--- src/rtl/palette_store_nearest_color_assert.svh ---
// Assertion macros shared by the palette store. Each macro expects clk and
// rst_n in scope and expands to one labeled concurrent assertion.
`ifndef PALETTE_STORE_NEAREST_COLOR_ASSERT_SVH
`define PALETTE_STORE_NEAREST_COLOR_ASSERT_SVH

// Same-cycle implication, checked outside reset.
`define PSNC_ASSERT_NOW(name, ante, cons, msg) \
  name: assert property (@(posedge clk) disable iff (!rst_n) (ante) |-> (cons)) \
    else $error(msg);

// Next-cycle implication, checked outside reset.
`define PSNC_ASSERT_NEXT(name, ante, cons, msg) \
  name: assert property (@(posedge clk) disable iff (!rst_n) (ante) |=> (cons)) \
    else $error(msg);

`endif

--- src/rtl/psnc_pkg.sv ---
// ----------------------------------------------------------------------------
// psnc_pkg
// Types and constants shared by the palette store with nearest-color search.
// ----------------------------------------------------------------------------
package psnc_pkg;

  localparam int IDX_W   = 8;
  localparam int CHAN_W  = 8;
  localparam int NUM_W   = 9;
  localparam int DIST_W  = 18;
  localparam int WORD_W  = 32;
  localparam int CFG_AW  = 3;
  localparam int CFG_DW  = 32;
  localparam int MAX_ENTRIES = 256;

  localparam logic [NUM_W-1:0]  NUM_ENTRIES_RESET = 9'd256;
  localparam logic [DIST_W-1:0] DIST_INIT         = '1;
  localparam logic [DIST_W-1:0] DIST_MAX          = 18'd195075;
  localparam logic [1:0]        Q_DEPTH           = 2'd2;

  // Word index of the configuration registers.
  localparam logic REG_NUM_ENTRIES = 1'b0;

  typedef enum logic [1:0] {
    FUNC_WRITE = 2'd0,
    FUNC_READ  = 2'd1,
    FUNC_QUERY = 2'd2,
    FUNC_NONE  = 2'd3
  } func_t;

  typedef struct packed {
    func_t             op;
    logic              oor;
    logic [IDX_W-1:0]  idx;
    logic [CHAN_W-1:0] red;
    logic [CHAN_W-1:0] green;
    logic [CHAN_W-1:0] blue;
    logic [CHAN_W-1:0] flags;
  } cmd_t;

  typedef struct packed {
    logic              status;
    logic [IDX_W-1:0]  result_index;
    logic [CHAN_W-1:0] red;
    logic [CHAN_W-1:0] green;
    logic [CHAN_W-1:0] blue;
    logic [CHAN_W-1:0] flags;
    logic [DIST_W-1:0] distance;
  } res_t;

  typedef struct packed {
    logic       full;
    logic       empty;
    logic [1:0] count;
  } q_stat_t;

  typedef enum logic [1:0] {
    BK_IDLE,
    BK_SCAN,
    BK_RESP
  } back_state_t;

  function automatic logic [CHAN_W-1:0] abs_diff(input logic [CHAN_W-1:0] a,
                                                 input logic [CHAN_W-1:0] b);
    abs_diff = (a > b) ? (a - b) : (b - a);
  endfunction

endpackage

--- src/rtl/psnc_front.sv ---
// ----------------------------------------------------------------------------
// psnc_front
// Accepts input items, decodes the operation and range-checks the index.
// ----------------------------------------------------------------------------
module psnc_front import psnc_pkg::*; (
  input  logic               in_valid,
  output logic               in_ready,
  input  logic [1:0]         in_func,
  input  logic [IDX_W-1:0]   in_entry_index,
  input  logic [CHAN_W-1:0]  in_red,
  input  logic [CHAN_W-1:0]  in_green,
  input  logic [CHAN_W-1:0]  in_blue,
  input  logic [CHAN_W-1:0]  in_entry_flags,
  input  logic [NUM_W-1:0]   num_used,
  input  q_stat_t            q_stat,
  output logic               push,
  output cmd_t               cmd
);

  func_t op;
  logic  addressed;

  assign op        = func_t'(in_func);
  assign addressed = (op == FUNC_WRITE) || (op == FUNC_READ);

  always_comb begin
    cmd.op    = op;
    // Only writes and reads carry an index that must lie within the palette.
    cmd.oor   = addressed && ({1'b0, in_entry_index} >= num_used);
    cmd.idx   = in_entry_index;
    cmd.red   = in_red;
    cmd.green = in_green;
    cmd.blue  = in_blue;
    cmd.flags = in_entry_flags;
  end

  assign in_ready = !q_stat.full;
  assign push     = in_valid && !q_stat.full;

endmodule

--- config.mk ---
export PLATFORM = sky130hd
export DESIGN_NAME = psnc_front
export DESIGN_NICKNAME = d
export VERILOG_FILES = /design/src/rtl/palette_store_nearest_color_assert.svh /design/src/rtl/psnc_pkg.sv /design/src/rtl/psnc_front.sv
export SDC_FILE = /design/constraint.sdc
export NUM_CORES = 1
export LEC_CHECK = 0
export BUFFER_PORTS_ARGS = -buffer_cell sky130_fd_sc_hd__buf_2
export CORE_ASPECT_RATIO = 1.4
export CORE_MARGIN = 8
export CORE_UTILIZATION = 29
export DETAILED_ROUTE_END_ITERATION = 7
export PLACE_DENSITY = 0.9
export SYNTH_ARGS = -nofsm -noshare
export SYNTH_HDL_FRONTEND = slang
export SYNTH_SLANG_ARGS = --single-unit
--- constraint.sdc ---
create_clock -name vclk -period 3.6
set_input_delay 0.72 -clock vclk [all_inputs]
set_output_delay 0.72 -clock vclk [all_outputs]
set_load 0.1 [all_outputs]
==> results of run 1 <==
-- logic make-up after synthesis --
group                      Yosys count
buffers and inverters               51
and+or+nand+nor                      5
adders and majority gates            8
AOI/OAI and AO/OA                    6
-- layout make-up --
type | count | area share
inverters | 9 | 0.08438
multi-input cells | 19 | 0.4531
well taps | 20 | 0.06250
repair buffers | 32 | 0.4000
-- Yosys cell counts --
master and n:
a211oi_2 1, a21o_1 2, a21oi_1 1, a221oi_2 1
and3_1 1, buf_4 42, ha_1 8, inv_1 9
nand2_1 1, nand4_1 1, nor2b_1 2, o21ai_1 1
-- worst max-delay path, delay by kind of cell --
family                     cells  cell delay [ns]
AOI/OAI and AO/OA              1             0.18
buffers and inverters          3             0.56
and+or+nand+nor                2             0.32
adders and majority gates      1             0.29
-- where the power goes --
group	internal, mW	switching [mW]	leakage, nW
Sequential	0	0	0
Clock	0	0	0
Combinational	0.0224	0.0696	0.275
Total	0.0224	0.0696	0.275
-- through the flow --
| step | std cells | worst slack (ns) | total power [mW] | hold WS, ns | instance area [um2] |
|---|---|---|---|---|---|
| detailed placement | 80 | 0.7647 | 0.09309 | 1.441 | 400.4 |
| floorplan | 70 | 0.2676 | 0.2503 | 1.612 | 530.5 |
| CTS | 80 | 0.7585 | 0.09346 | 1.441 | 400.4 |
| global route | 80 | 0.6867 | 0.09871 | 1.440 | 400.4 |
| finish | 80 | 0.7919 | 0.09199 | 1.440 | 400.4 |
| global placement | 80 | 0.7836 | 0.09102 | 1.441 | 400.4 |
-- worst paths after layout --
kind	startpoint	endpoint	slack, ns	cells after the start
worst max-delay path	num_used[7]	cmd[40]	0.79	7
worst min-delay path	in_blue[2]	cmd[10]	1.44	0
-- layer usage --
metal / global-route usage / up-vias / share of wire
met2: 0.07681 / 42 / 0.32
met4: 0.05519 / 0 / 0.097
li1: - / 162 / -
met1: 0.05660 / 161 / 0.34
met5: 0 / - / 0
met3: 0.03341 / 20 / 0.24
==> results.py, run 1 <==
metrics = {
    "status": {
        "status": "completed",
    },
    "final_layout": {
        "final_util": 0.2309,
        "final_nets": 126,
        "seq_area_um2": 0,
        "nFillCells": 197,
        "n_clock_buffer": 0,
        "design.seq.count": 0,
        "layout-drive-gt1-share": 0.5667,
        "layout_common_cells": "32 x buf_2, 9 x inv_1, 8 x ha_1, 2 x nor2b_1, 2 x a21o_1",
        "multi_input_area_um2": 181.4,
        "final_common_cell": "buf_2",
        "diodes": 0,
        "synthToLayoutAreaGrowth_pct": -24.53,
    },
    "sta": {
        "relSlewSlack": 0.6738,
        "tns_ns": 0,
        "max_clock_freq_mhz": 356.1,
        "rsz0062_at_grt": "no",
        "finalSetupViolCount": 0,
        "timing.final.crit_share": 0.7800,
        "drv_slew": 0,
        "hold_viol_final": 0,
        "period_needed_ns": 2.808,
        "worst_pin_slew_ns": 0.4926,
    },
    "yosys": {
        "synth-simple-area-share": 0.05425,
        "synth_cells": 70,
        "ys_seq_area_frac": 0,
        "synthTopCellsByArea": "buf_4 59%, ha_1 19%, inv_1 6.4%, a21o_1 2.8%, a221oi_2 2.8%",
        "synth_top_family_by_area": "buffers and inverters",
        "synth-xor-area-share": 0,
        "yosysWarnings": 0,
        "syn_nets": 134,
        "synthMuxAreaShare": 0,
        "syn_area_um2": 530.5,
        "yosys.area_share.adder": 0.1887,
        "ys_types": 12,
        "synth_compound_area_frac": 0.09906,
        "synth_area_per_cell_um2": 7.579,
        "netlist.area_leader.share": 0.5943,
        "yosys.area.top_type": "buf_4",
    },
    "placement": {
        "place_congestion": 0.8486,
        "port-buffer-count": 32,
        "detailed_place_hpwl_um": 1036,
    },
    "floorplanning": {
        "die_h_um": 66.61,
        "core-area_um2": 1734,
        "core.rowCount": 18,
        "start_util": 0.3059,
        "pin_count": 101,
        "die_w_um": 52.15,
        "die_area_um2": 3473,
    },
    "detailed_routing": {
        "via_per_inst": 4.813,
        "num_vias": 385,
        "drcViolationCount": 0,
        "detail-route-antenna-nets": 0,
        "drt-initial-drc-count": 1,
        "wl_per_cell_um": 13.76,
        "first_pass_iters": 2,
        "routed_wl_um": 1101,
    },
    "power_and_ir_drop": {
        "leakage_nw": 0.2755,
        "peakVddDrop_v": 0.00006587,
        "cellPowerDensity_nw_per_um2": 229.8,
    },
    "critical_path": {
        "worstSetupPathType": "input pin to output port",
        "critPathSlowestCell": "buf_2",
        "start_kind": "input pin",
        "required_ns": 2.88,
        "cpPeakStageDelay_ns": 0.45,
        "crit_arrival_ns": 2.09,
        "critPathCaptureType": "output port",
        "cpMostUsedCell": "buf_2",
        "path_cells": "buf_2 -> inv_1 -> ha_1 -> and3_1 -> nand4_1 -> a211oi_2 -> buf_2",
        "cp_max_fo": 2,
    },
    "global_route": {
        "grt_max_degree": 3,
        "grt_pass1_vias": 411,
        "antenna_found_initial": 0,
        "grt_usage": 0.05624,
        "grt_pass1_wl_um": 1642,
        "overflow": 0,
    },
    "clocking": {
        "cts_resized": 0,
        "post_cts.repair.setup_buffers": 0,
        "hold_buffers": 0,
    },
    "hold_path": {
        "hold_class": "input pin to output port",
    },
    "flow_run": {
        "cap_viol_max_count": 0,
    },
}
(Power assumes the default switching activity.)
==> inputs of run 2 (changes only) <==
--- a/config.mk
+++ b/config.mk
@@ -5,12 +5,13 @@
 export SDC_FILE = /design/constraint.sdc
 export NUM_CORES = 1
 export LEC_CHECK = 0
+export ABC_AREA = 1
 export BUFFER_PORTS_ARGS = -buffer_cell sky130_fd_sc_hd__buf_2
 export CORE_ASPECT_RATIO = 1.4
 export CORE_MARGIN = 8
-export CORE_UTILIZATION = 29
+export CORE_UTILIZATION = 28
 export DETAILED_ROUTE_END_ITERATION = 7
-export PLACE_DENSITY = 0.9
+export PLACE_DENSITY = 0.84
 export SYNTH_ARGS = -nofsm -noshare
 export SYNTH_HDL_FRONTEND = slang
 export SYNTH_SLANG_ARGS = --single-unit
==> constraint.sdc (replaced) <==
create_clock -name vclk -period 2.7
set_input_delay 0.54 -clock vclk [all_inputs]
set_output_delay 0.54 -clock vclk [all_outputs]
set_load 0.1 [all_outputs]
==> run 2 against run 1 <==
Die area rose by 8.9%. Global-route usage fell by 0.75 points. Count of clock-buffer cells in the layout did not move. Combinational power rose by 42%. Flip-flop and latch count did not move. Critical path type unchanged. Critical path depth rose by 2. Highest routed layer unchanged. Sequential share of layout area did not move.
==> results.py, run 2 <==
metrics = {
    "final_layout": {
        "final_nets": 145,
        "instances_no_fill": 100,
        "final_util": 0.2381,
        "n_clock_buffer": 0,
        "layout_common_cells": "31 x buf_2, 15 x inv_1, 12 x nand2_1, 8 x ha_1, 5 x nor2_1",
        "final_area_um2": 464.2,
        "layout-drive-gt1-share": 0.4430,
        "seq_area_um2": 0,
        "final_common_cell": "buf_2",
        "synthToLayoutAreaGrowth_pct": -19.35,
        "diodes": 0,
        "design.seq.count": 0,
    },
    "yosys": {
        "ys_top_cells_by_count": "42 x buf_4, 15 x inv_1, 12 x nand2_1, 8 x ha_1, 6 x nor2_1",
        "synthMuxAreaShare": 0,
        "synth_cells": 89,
        "synth_compound_area_frac": 0.03696,
        "synth_top_family_by_area": "buffers and inverters",
        "yosys.area.top_type": "buf_4",
        "synth-simple-area-share": 0.1370,
        "synth.most_common_cell": "buf_4",
        "netlist.area_leader.share": 0.5478,
        "synth_area_per_cell_um2": 6.467,
        "yosysWarnings": 0,
        "syn_area_um2": 575.6,
        "synthTopCellsByArea": "buf_4 55%, ha_1 17%, inv_1 9.8%, nand2_1 7.8%, nor2_1 3.9%",
        "synth-xor-area-share": 0,
        "yosys.area_share.adder": 0.1739,
        "syn_nets": 153,
        "ys_types": 10,
        "ys_seq_area_frac": 0,
    },
    "critical_path": {
        "critPathSlowestCell": "ha_1",
        "cpPeakStageDelay_ns": 0.28,
        "required_ns": 2.16,
        "cp_max_fo": 2,
        "crit_arrival_ns": 1.62,
        "critPathCaptureType": "output port",
        "worstSetupPathType": "input pin to output port",
        "start_kind": "input pin",
        "path_cells": "buf_2 -> ha_1 -> nand2_1 -> nor2_1 -> nand3_1 -> nand2_1 -> nor2_1 -> nor2_2 -> buf_12",
    },
    "global_route": {
        "grt_pass1_wl_um": 1566,
        "top_usage_layer": "met2",
        "antenna_found_initial": 0,
        "met3_usage": 0.008584,
        "grt_usage": 0.04874,
        "grt_max_degree": 4,
        "grt_pass1_vias": 392,
        "grt_use_met1": 0.05054,
        "overflow": 0,
        "use_met2": 0.07289,
    },
    "detailed_routing": {
        "drt-initial-drc-count": 0,
        "num_vias": 430,
        "first_pass_iters": 1,
        "via_per_inst": 4.300,
        "detail-route-antenna-nets": 0,
        "routed_wl_um": 1088,
        "drcViolationCount": 0,
        "wl_per_cell_um": 10.88,
    },
    "clocking": {
        "hold_buffers": 0,
        "post_cts.repair.setup_buffers": 0,
        "cts_resized": 0,
    },
    "sta": {
        "rsz0062_at_grt": "no",
        "worst_pin_slew_ns": 0.4926,
        "relSlewSlack": 0.6738,
        "period_needed_ns": 2.163,
        "hold_viol_final": 0,
        "finalSetupViolCount": 0,
        "drv_slew": 0,
        "timing.final.ws_setup_ns": 0.5370,
        "hold_slack_ns": 1.080,
        "timing.final.crit_share": 0.8011,
        "max_clock_freq_mhz": 462.3,
        "tns_ns": 0,
    },
    "floorplanning": {
        "die_w_um": 54.32,
        "core-area_um2": 1949,
        "core.rowCount": 19,
        "die_h_um": 69.65,
        "pin_count": 101,
        "start_util": 0.2953,
        "die_area_um2": 3783,
    },
    "placement": {
        "numPlacedInstances": 100,
        "port-buffer-count": 32,
        "placed_area_um2": 464.2,
        "dp_worst_setup_slack_ns": 0.4953,
        "detailed_place_hpwl_um": 1025,
        "place_congestion": 0.6187,
    },
    "flow_run": {
        "cap_viol_max_count": 0,
    },
    "hold_path": {
        "hold_class": "input pin to output port",
        "hold_path_startpoint": "in_green[4]",
        "holdPathEnd": "cmd[20]",
        "min_path_cells": 0,
    },
    "power_and_ir_drop": {
        "cellPowerDensity_nw_per_um2": 282.3,
        "leakage_nw": 0.3232,
        "peakVddDrop_v": 0.00008811,
        "total_power_uw": 131.0,
    },
    "status": {
        "status": "completed",
    },
}
run 2: cell types whose count changed after synthesis:
cell,previous run,this run
and3_1,1,0
nor2_1,0,6
a21o_1,2,0
inv_2,0,1
a21boi_2,0,1
o21ai_1,1,0
a21oi_1,1,2
nand2_1,1,12
a211oi_2,1,0
inv_1,9,15
nor2b_1,2,0
nand3_1,0,1
a221oi_2,1,0
run 2: kinds of logic (layout without fill, tap and decap cells):
kind of cell	Yosys count	after routing
buffers and inverters	58	48
AND/OR/NAND/NOR	20	20
adder cells (fa/ha/maj)	8	8
AO/OA/AOI/OAI	3	3
run 2: worst max-delay path by stage:
| stage | from | to | slack (ns) | cells after the start |
|---|---|---|---|---|
| after floorplan | num_used[4] | cmd[40] | 0.22 | 8 |
| after global placement | in_entry_index[4] | cmd[40] | 0.51 | 9 |
| after detailed placement | in_entry_index[4] | cmd[40] | 0.50 | 9 |
| after CTS | in_entry_index[4] | cmd[40] | 0.50 | 9 |
| after global routing | num_used[4] | cmd[40] | 0.42 | 10 |
| final | in_entry_index[4] | cmd[40] | 0.54 | 9 |
run 2: layout make-up:
| cell class | instances | area, um2 |
|---|---|---|
| fill | 247 | 1485 |
| multi-input combinational | 31 | 202.7 |
| inverter | 16 | 60.06 |
| timing repair buffer | 32 | 175.2 |
| tap | 21 | 26.28 |
run 2: power breakdown:
part / internal [mW] / switching (mW) / total (mW) / leakage (nW)
logic: 0.0328 / 0.0982 / 0.131 / 0.323
clock network: 0 / 0 / 0 / 0
registers: 0 / 0 / 0 / 0
total: 0.0328 / 0.0982 / 0.131 / 0.323
run 2: metal layers:
layer	wire length (um)	vias to the layer above
li1	-	203
met1	316	165
met2	462	38
met3	197	24
met4	112	0
met5	0	-
run 2: worst max-delay path: cells and delay by family:
| family | cells | cell delay (ns) |
|---|---|---|
| fa+ha+maj | 1 | 0.28 |
| buf+inv | 2 | 0.29 |
| simple gates | 6 | 0.50 |
