$ cat src/rtl/palette_store_nearest_color_assert.svh
// Assertion macros shared by the palette store. Each macro expects clk and
// rst_n in scope and expands to one labeled concurrent assertion.
`ifndef PALETTE_STORE_NEAREST_COLOR_ASSERT_SVH
`define PALETTE_STORE_NEAREST_COLOR_ASSERT_SVH

// Same-cycle implication, checked outside reset.
`define PSNC_ASSERT_NOW(name, ante, cons, msg) \
  name: assert property (@(posedge clk) disable iff (!rst_n) (ante) |-> (cons)) \
    else $error(msg);

// Next-cycle implication, checked outside reset.
`define PSNC_ASSERT_NEXT(name, ante, cons, msg) \
  name: assert property (@(posedge clk) disable iff (!rst_n) (ante) |=> (cons)) \
    else $error(msg);

`endif

$ cat src/rtl/psnc_pkg.sv
// ----------------------------------------------------------------------------
// psnc_pkg
// Types and constants shared by the palette store with nearest-color search.
// ----------------------------------------------------------------------------
package psnc_pkg;

  localparam int IDX_W   = 8;
  localparam int CHAN_W  = 8;
  localparam int NUM_W   = 9;
  localparam int DIST_W  = 18;
  localparam int WORD_W  = 32;
  localparam int CFG_AW  = 3;
  localparam int CFG_DW  = 32;
  localparam int MAX_ENTRIES = 256;

  localparam logic [NUM_W-1:0]  NUM_ENTRIES_RESET = 9'd256;
  localparam logic [DIST_W-1:0] DIST_INIT         = '1;
  localparam logic [DIST_W-1:0] DIST_MAX          = 18'd195075;
  localparam logic [1:0]        Q_DEPTH           = 2'd2;

  // Word index of the configuration registers.
  localparam logic REG_NUM_ENTRIES = 1'b0;

  typedef enum logic [1:0] {
    FUNC_WRITE = 2'd0,
    FUNC_READ  = 2'd1,
    FUNC_QUERY = 2'd2,
    FUNC_NONE  = 2'd3
  } func_t;

  typedef struct packed {
    func_t             op;
    logic              oor;
    logic [IDX_W-1:0]  idx;
    logic [CHAN_W-1:0] red;
    logic [CHAN_W-1:0] green;
    logic [CHAN_W-1:0] blue;
    logic [CHAN_W-1:0] flags;
  } cmd_t;

  typedef struct packed {
    logic              status;
    logic [IDX_W-1:0]  result_index;
    logic [CHAN_W-1:0] red;
    logic [CHAN_W-1:0] green;
    logic [CHAN_W-1:0] blue;
    logic [CHAN_W-1:0] flags;
    logic [DIST_W-1:0] distance;
  } res_t;

  typedef struct packed {
    logic       full;
    logic       empty;
    logic [1:0] count;
  } q_stat_t;

  typedef enum logic [1:0] {
    BK_IDLE,
    BK_SCAN,
    BK_RESP
  } back_state_t;

  function automatic logic [CHAN_W-1:0] abs_diff(input logic [CHAN_W-1:0] a,
                                                 input logic [CHAN_W-1:0] b);
    abs_diff = (a > b) ? (a - b) : (b - a);
  endfunction

endpackage

$ cat src/rtl/psnc_queue.sv
// ----------------------------------------------------------------------------
// psnc_queue
// Two-entry command queue between the front and the back.
// ----------------------------------------------------------------------------
module psnc_queue import psnc_pkg::*; (
  input  logic    clk,
  input  logic    rst_n,
  input  logic    push,
  input  cmd_t    push_cmd,
  input  logic    pop,
  output cmd_t    head,
  output q_stat_t q_stat
);

  cmd_t       slot_r [2];
  logic       wr_ptr_r;
  logic       rd_ptr_r;
  logic [1:0] count_r;

  always_ff @(posedge clk) begin
    if (push) begin
      slot_r[wr_ptr_r] <= push_cmd;
    end
  end

  always_ff @(posedge clk) begin
    if (!rst_n) begin
      wr_ptr_r <= 1'b0;
      rd_ptr_r <= 1'b0;
      count_r  <= 2'd0;
    end else begin
      if (push) begin
        wr_ptr_r <= !wr_ptr_r;
      end
      if (pop) begin
        rd_ptr_r <= !rd_ptr_r;
      end
      unique case ({push, pop})
        2'b10:   count_r <= count_r + 2'd1;
        2'b01:   count_r <= count_r - 2'd1;
        default: count_r <= count_r;
      endcase
    end
  end

  assign head         = slot_r[rd_ptr_r];
  assign q_stat.full  = (count_r == Q_DEPTH);
  assign q_stat.empty = (count_r == 2'd0);
  assign q_stat.count = count_r;

endmodule

$ cat config.mk
export PLATFORM = sky130hd
export DESIGN_NAME = psnc_queue
export DESIGN_NICKNAME = d
export VERILOG_FILES = /design/src/rtl/palette_store_nearest_color_assert.svh /design/src/rtl/psnc_pkg.sv /design/src/rtl/psnc_queue.sv
export SDC_FILE = /design/constraint.sdc
export NUM_CORES = 1
export LEC_CHECK = 0
export ABC_AREA = 0
export BUFFER_PORTS_ARGS = -buffer_cell sky130_fd_sc_hd__buf_2
export CAP_MARGIN = 20
export CORE_MARGIN = 8
export CORE_UTILIZATION = 44
export DETAILED_ROUTE_END_ITERATION = 16
export GPL_ROUTABILITY_DRIVEN = 1
export GPL_TIMING_DRIVEN = 0
export HOLD_SLACK_MARGIN = 0.06
export PLACE_DENSITY = 0.71
export SYNTH_ARGS = -nofsm -noshare
export SYNTH_HDL_FRONTEND = slang
export SYNTH_SLANG_ARGS = --single-unit
$ cat constraint.sdc
create_clock -name clk -period 3.35 [get_ports clk]
set_clock_uncertainty 0.1 [all_clocks]
set_input_delay 0.67 -clock clk [delete_from_list [all_inputs] [get_ports clk]]
set_output_delay 0.67 -clock clk [all_outputs]
set_load 0.01 [all_outputs]
==> impl_metrics.sql, run 1 <==
INSERT INTO impl_metrics (metric_group, metric, value, unit) VALUES
('placed_design', 'dpl.hpwl', '4420', 'µm'),
('status', 'run_status', 'finished clean', ''),
('logic_synthesis', 'mappedNetlistNets', '204', ''),
('logic_synthesis', 'synth.top_cell.area_share', '78.1', '%'),
('run', 'cap_violations', '0', ''),
('clock_tree', 'cts_buffers', '9', ''),
('layout', 'register_area', '0.00268', 'mm²'),
('power_and_ir_drop', 'power_per_cell_area', '576', 'mW/mm²'),
('layout', 'antenna-diode-count', '0', ''),
('setup_path', 'reg2reg_setup_slack', '1.77', 'ns'),
('setup_path', 'critical_path.max_fanout', '10', ''),
('timing', 'total_count_of_max_transition_violations_in_the_final_report', '0', ''),
('logic_synthesis', 'synth.lib_cells_used.distinct', '16', ''),
('placed_design', 'placed_cells', '350', ''),
('placed_design', 'gpl.final_weighted_congestion', '0.648', ''),
('grt', 'grt_max_degree', '25', ''),
('setup_path', 'cp-end-kind', 'primary output', ''),
('clock_tree', 'worstSkewPairLatency', '0.33', 'ns'),
('route', 'detail_route.vias_per_cell', '4.70', ''),
('route', 'routed_wire_length_per_instance', '17.1', 'µm'),
('layout', 'finish.net_count', '310', ''),
('setup_path', 'timing.critical_path.slowest_stage_cell', 'sky130_fd_sc_hd__mux2_2', ''),
('layout', 'area.growth.synth_to_final', '26.1', '%'),
('logic_synthesis', 'yosysSeqAreaShare', '81.1', '%'),
('clock_tree', 'tritoncts', 'done', ''),
('timing', 'grt_setup_unrepaired', 'false', ''),
('timing', 'post-route-period-util', '71.3', '%'),
('grt', 'antenna_found_initial', '0', ''),
('floorplanning', 'dieWidth', '103', 'µm'),
('timing', 'worst-slew-pin-transition', '0.654', 'ns'),
('floorplanning', 'initial_utilization', '45.6', '%'),
('clock_tree', 'post_cts_hold_buffer_count', '0', ''),
('route', 'drcViolationCount', '0', ''),
('floorplanning', 'die_height', '103', 'µm'),
('grt', 'globalRoute.totalOverflow', '0', ''),
('floorplanning', 'core', '0.00725', 'mm²'),
('placed_design', 'port-buffer-count', '93', ''),
('power_and_ir_drop', 'fin_total_pwr', '2.40', 'mW'),
('timing', 'min_period', '2.39', 'ns'),
('timing', 'max_freq', '419', 'MHz'),
('route', 'wirelength', '6260', 'µm'),
('setup_path', 'worstSetupEndpoint', 'head[18]', ''),
('clock_tree', 'post_cts_buffers', '0', ''),
('layout', 'multi_input_comb_area', '606', 'µm²'),
('timing', 'endpoints_failing_setup', '0', ''),
('placed_design', 'place_area', '0.00395', 'mm²'),
('route', 'route.vias.total', '1717', ''),
('logic_synthesis', 'post_synth.cell_area_avg', '21.2', 'µm²'),
('power_and_ir_drop', 'combinationalPowerShare', '11.3', '%'),
('setup_path', 'crit_buf_inv', '3', ''),
('clock_tree', 'h-tree-depth', '3', ''),
('grt', 'wire_length_of_the_first_global_routing_pass', '9510', 'µm'),
('clock_tree', 'post_cts.resized_instances', '0', ''),
('floorplanning', 'die-area', '0.0105', 'mm²'),
('clock_tree', 'cts_max_path_buffers', '2', ''),
('grt', 'globalRouteTotalUtil', '12.2', '%'),
('route', 'number_of_detailed_routing_iterations_run_before_antenna_repair', '4', ''),
('route', 'detailedRoute.firstIterationViolations', '66', ''),
('power_and_ir_drop', 'p_switching', '0.534', 'mW'),
('timing', 'hold_ws', '0.410', 'ns'),
('setup_path', 'cp_data_required_time', '2.58', 'ns'),
('setup_path', 'worst_r2r_endpoint', 'slot_r[1][17]$_DFFE_PP_', ''),
('logic_synthesis', 'netlist_area', '0.00331', 'mm²'),
('logic_synthesis', 'netlist_top_cells_area', 'sky130_fd_sc_hd__edfxtp_1 (78%), sky130_fd_sc_hd__mux2_2 (15%), sky130_fd_sc_hd__dfxtp_1 (3.0%), sky130_fd_sc_hd__and2_1 (0.76%), sky130_fd_sc_hd__buf_2 (0.76%)', ''),
('power_and_ir_drop', 'internal_power', '1.87', 'mW'),
('floorplanning', 'pin_count', '94', ''),
('setup_path', 'cp-start-kind', 'flop', ''),
('power_and_ir_drop', 'ir_worst_vdd', '0.000228', 'V'),
('clock_tree', 'tritoncts_num_sinks', '91', ''),
('setup_path', 'r2r_cells', '2', ''),
('setup_path', 'worstPathCellList', 'buf_2, buf_2, mux2_2, buf_2', '');
[registers in the layout (all words and copies together), names as in the netlist, named ones only]
name,count
wr_ptr_r,1
rd_ptr_r,1
slot_r,86
count_r,2
[how the worst min path moves through the flow]
stage                                  from                      end  slack [ns]  depth (start not counted)
finish                         push_cmd[37]  slot_r[1][37]$_DFFE_PP_        0.41                          1
global route                    push_cmd[1]   slot_r[1][1]$_DFFE_PP_        0.39                          1
CTS                             push_cmd[6]   slot_r[0][6]$_DFFE_PP_        0.39                          1
detailed placement  count_r[1]$_SDFFE_PN0P_  count_r[1]$_SDFFE_PN0P_        0.42                          2
global placement    count_r[1]$_SDFFE_PN0P_  count_r[1]$_SDFFE_PN0P_        0.39                          2
floorplan           count_r[1]$_SDFFE_PN0P_  count_r[1]$_SDFFE_PN0P_        0.42                          2
[worst reg2reg max path, stage by stage, from the launching register on]
cell and delay (ns):
sky130_fd_sc_hd__dfxtp_1 0.40, sky130_fd_sc_hd__and2_2 0.54, sky130_fd_sc_hd__buf_16 0.25
[synthesized netlist by cell type (all sizes together)]
| cell | count |
|---|---|
| nor2b | 1 |
| nor2 | 2 |
| o21ai | 1 |
| and2b | 1 |
| edfxtp | 86 |
| and2 | 4 |
| xor2 | 1 |
| ha | 1 |
| o21a | 1 |
| mux2 | 43 |
| xnor2 | 2 |
| or3 | 1 |
| inv | 1 |
| a21boi | 1 |
| buf | 5 |
| dfxtp | 5 |
[cells by family after synthesis]
group | synth area share [%]
DFF | 81.1
and+or+nand+nor | 1.63
AOI/OAI and AO/OA | 0.605
xor gates and xnor gates | 0.794
adders and majority gates | 0.378
muxes | 14.6
buffers and inverters | 0.870
[layer usage]
layer | global-route usage [%] | up-vias | part of all wire, %
met5 | 0 | - | 0
met4 | 7.11 | 0 | 1.6
met3 | 2.36 | 8 | 6.2
met2 | 22.1 | 51 | 53
met1 | 12.9 | 843 | 39
li1 | - | 815 | -
[layout by cell type (no fill, tap or decap)]
cell | Yosys | final
sky130_fd_sc_hd__edfxtp_1 | 86 | 86
sky130_fd_sc_hd__o21a_1 | 1 | 1
sky130_fd_sc_hd__clkinv_4 | 0 | 1
sky130_fd_sc_hd__buf_12 | 0 | 1
sky130_fd_sc_hd__xor2_1 | 1 | 1
sky130_fd_sc_hd__nor2b_1 | 1 | 1
sky130_fd_sc_hd__and2_1 | 4 | 3
sky130_fd_sc_hd__inv_6 | 0 | 3
sky130_fd_sc_hd__mux2_2 | 43 | 43
sky130_fd_sc_hd__clkbuf_8 | 0 | 9
sky130_fd_sc_hd__dfxtp_1 | 5 | 5
sky130_fd_sc_hd__nor2_4 | 0 | 1
sky130_fd_sc_hd__and2b_2 | 1 | 1
sky130_fd_sc_hd__o21ai_0 | 1 | 1
sky130_fd_sc_hd__bufinv_16 | 0 | 2
sky130_fd_sc_hd__xnor2_1 | 2 | 2
sky130_fd_sc_hd__or3_1 | 1 | 1
sky130_fd_sc_hd__buf_16 | 0 | 1
sky130_fd_sc_hd__buf_2 | 5 | 98
sky130_fd_sc_hd__nor2_1 | 2 | 1
sky130_fd_sc_hd__inv_1 | 1 | 1
sky130_fd_sc_hd__and2_2 | 0 | 1
sky130_fd_sc_hd__a21boi_1 | 1 | 1
sky130_fd_sc_hd__ha_1 | 1 | 1
[power groups by stage]
stage	logic, mW	clock network, mW	registers, mW
after floorplan	0.150	0	1.35
after global placement	0.265	0	1.35
final	0.272	0.804	1.33
after global routing	0.298	0.864	1.33
after detailed placement	0.279	0	1.35
after CTS	0.280	0.822	1.33
[layout make-up]
cell class              instances  area share (%)
clock buffers                   9            2.97
plain buffers                   5           0.600
clock inverters                 6            2.28
inverters                       1          0.0900
flip-flops and latches         91            64.3
repair buffers                 95            12.3
well taps                      99            2.97
multi-input cells              59            14.5
[per-stage QoR]
step                utilization (%)  worst slack, ns  TNS [ns]
floorplan                         -            0.239         0
global placement               53.7           -0.910    -39.83
detailed placement             54.5             1.26         0
CTS                            57.5            0.916         0
global route                   57.5            0.853         0
finish                         57.5            0.962         0
Power figures use the tool's default switching activity.
==> inputs of run 2 (changes only) <==
PLACE_DENSITY = 0.74   (was 0.71)
clock period = 1.97 ns   (was 3.35 ns; I/O delays follow)
==> run 2 against run 1 <==
Compared with the run above:
- clock power up 54%
- clock-buffer cell count unchanged
- die area unchanged
- utilization up 1.1 points
- design area up 1.9%
- sequential power up 70%
- critical endpoint is now head[25]
- highest routed layer unchanged
==> impl_metrics.sql, run 2 (synthesis results as in run 1) <==
INSERT INTO impl_metrics (metric_group, metric, value, unit) VALUES
('setup_path', 'crit_buf_inv', '3', ''),
('route', 'number_of_detailed_routing_iterations_run_before_antenna_repair', '4', ''),
('route', 'wirelength', '6210', 'µm'),
('grt', 'globalRoute.totalOverflow', '0', ''),
('timing', 'maxSlewHeadroom', '61.5', '%'),
('setup_path', 'r2r_start', 'wr_ptr_r$_SDFFE_PN0P_', ''),
('route', 'drcViolationCount', '0', ''),
('layout', 'post_route_cells_drive_above_1_share', '61.2', '%'),
('layout', 'final-instance-count-excl-fill', '367', ''),
('min_path', 'hold_depth', '1', ''),
('grt', 'grt_max_degree', '29', ''),
('setup_path', 'reg2reg_setup_slack', '0.44', 'ns'),
('floorplanning', 'core', '0.00725', 'mm²'),
('setup_path', 'worstPathCellList', 'buf_6, buf_8, mux2_2, buf_2', ''),
('clock_tree', 'tritoncts_num_sinks', '91', ''),
('min_path', 'timing.hold.worst_endpoint', 'slot_r[1][39]$_DFFE_PP_', ''),
('grt', 'wire_length_of_the_first_global_routing_pass', '9360', 'µm'),
('layout', 'flip_flop_count_of_the_largest_register_after_layout', '86', ''),
('clock_tree', 'post_cts_hold_buffer_count', '0', ''),
('min_path', 'hold_start', 'push_cmd[39]', ''),
('min_path', 'holdCritPathClass', 'in -> reg', ''),
('clock_tree', 'worstSkewPairLatency', '0.34', 'ns'),
('timing', 'timing.setup.tns', '0', 'ns'),
('setup_path', 'cp-start-kind', 'flop', ''),
('power_and_ir_drop', 'leakage', '1.61', 'nW'),
('setup_path', 'crit_cells', '4', ''),
('floorplanning', 'die_height', '103', 'µm'),
('setup_path', 'critPathMaxStageDelay', '0.35', 'ns'),
('timing', 'total_count_of_max_transition_violations_in_the_final_report', '0', ''),
('status', 'run_status', 'finished clean', ''),
('clock_tree', 'cts_buffers', '9', ''),
('setup_path', 'critPathArrivalTime', '1.44', 'ns'),
('timing', 'max_freq', '517', 'MHz'),
('setup_path', 'critical_path_start_end_classification', 'reg -> out', ''),
('layout', 'register_area', '0.00268', 'mm²'),
('setup_path', 'timing.critical_path.slowest_stage_cell', 'sky130_fd_sc_hd__mux2_2', ''),
('setup_path', 'worst_r2r_endpoint', 'slot_r[1][7]$_DFFE_PP_', ''),
('timing', 'min_period', '1.93', 'ns'),
('route', 'ant_nets', '0', ''),
('floorplanning', 'initial_utilization', '45.6', '%'),
('layout', 'layout_common_cells', 'sky130_fd_sc_hd__edfxtp_1 (86), sky130_fd_sc_hd__buf_2 (85), sky130_fd_sc_hd__mux2_2 (43), sky130_fd_sc_hd__buf_6 (9), sky130_fd_sc_hd__clkbuf_8 (9)', ''),
('timing', 'hold_ws', '0.123', 'ns'),
('floorplanning', 'num_rows', '31', ''),
('timing', 'finalHoldViolCount', '0', ''),
('clock_tree', 'tritoncts', 'done', ''),
('route', 'detail_route.vias_per_cell', '4.78', ''),
('route', 'route.vias.total', '1754', ''),
('setup_path', 'critical_path.max_fanout', '10', ''),
('layout', 'finish.net_count', '311', ''),
('timing', 'grt_setup_unrepaired', 'true', ''),
('placed_design', 'dpl.hpwl', '4410', 'µm'),
('floorplanning', 'dieWidth', '103', 'µm'),
('power_and_ir_drop', 'ir_worst_vdd', '0.000502', 'V'),
('placed_design', 'gpl.final_weighted_congestion', '0.657', ''),
('timing', 'worst-slew-pin-transition', '0.575', 'ns'),
('grt', 'antenna_found_initial', '0', ''),
('clock_tree', 'cts_max_path_buffers', '2', ''),
('route', 'detailedRoute.firstIterationViolations', '35', ''),
('placed_design', 'placed_cells', '350', ''),
('floorplanning', 'pin_count', '94', ''),
('power_and_ir_drop', 'power_per_cell_area', '942', 'mW/mm²'),
('clock_tree', 'h-tree-depth', '3', ''),
('clock_tree', 'cts_root_buf', 'sky130_fd_sc_hd__clkbuf_8', ''),
('layout', 'mostFrequentLayoutCell', 'sky130_fd_sc_hd__edfxtp_1', ''),
('layout', 'antenna-diode-count', '0', ''),
('route', 'routed_wire_length_per_instance', '16.9', 'µm'),
('layout', 'largest_registers', 'slot_r (86), count_r (2)', ''),
('floorplanning', 'die-area', '0.0105', 'mm²'),
('layout', 'fillerInstances', '579', ''),
('run', 'cap_violations', '0', ''),
('setup_path', 'cp-end-kind', 'primary output', ''),
('setup_path', 'worst_path_dominant_cell_family', 'buffers and inverters', ''),
('setup_path', 'r2r_cells', '2', ''),
('layout', 'area.growth.synth_to_final', '28.5', '%'),
('clock_tree', 'cts.reportedPaths.clkPinSlew', '0.10', 'ns'),
('setup_path', 'cp_data_required_time', '1.48', 'ns'),
('grt', 'globalRouteTotalUtil', '12.1', '%'),
('grt', 'via_count_of_the_first_global_routing_pass', '1878', ''),
('timing', 'post-route-period-util', '98.1', '%'),
('placed_design', 'port-buffer-count', '93', ''),
('layout', 'multi_input_comb_area', '606', 'µm²'),
('layout', 'regMostFlops', 'slot_r', ''),
('timing', 'endpoints_failing_setup', '0', '');
run 2: cell types whose count changed in the layout (fill, tap and decap cells not counted), sizes merged:
cell    delta
clkinv     +3
buf        +1
bufinv     -1
inv        -1
run 2: final cells by class:
class	instances	share of cell area, %
multi-input cells	59	14.2
clock buffers	9	2.91
well taps	99	2.91
flip-flops and latches	91	63.1
repair buffers	96	13.2
plain buffers	5	1.68
clock inverters	7	1.77
inverters	1	0.0883
run 2: what timing repair did:
action | in CTS | in global routing
gates resized for setup | 15 | 8
buffers inserted | 1 | 0
endpoints found under the setup margin | 40 | 40
pin swaps | 0 | 0
hold endpoints to repair | 0 | 0
run 2: stage by stage:
stage	util [%]	power, mW	setup slack (ns)	cell area (µm²)
4_1_cts	57.9	4.04	0.00613	4200
3_5_place_dp	54.4	2.78	0.210	3950
5_1_grt	58.6	4.18	-0.0305	4250
3_3_place_gp	53.8	2.75	-0.660	3910
2_1_floorplan	-	2.55	0.0328	3320
6_report	58.6	4.01	0.0374	4250
run 2: report_power, final:
part           internal (mW)  switching (mW)
clock                  0.595           0.641
sequential              2.23          0.0292
combinational          0.267           0.246
run 2: how the worst max path moves through the flow:
stage               startpoint                     end  slack [ns]
global route              flop                head[11]       -0.03
finish                    flop                head[25]        0.04
global placement          push  slot_r[1][3]$_DFFE_PP_       -0.66
detailed placement        flop                head[24]        0.21
CTS                       flop                head[11]       0.006
floorplan                 push  slot_r[1][0]$_DFFE_PP_        0.03
run 2: routing by layer:
metal  track usage [%]  part of all wire (%)
met5                 0                     0
met4              5.42                   1.4
met3              3.51                   7.7
met2              20.9                    51
met1              13.7                    39
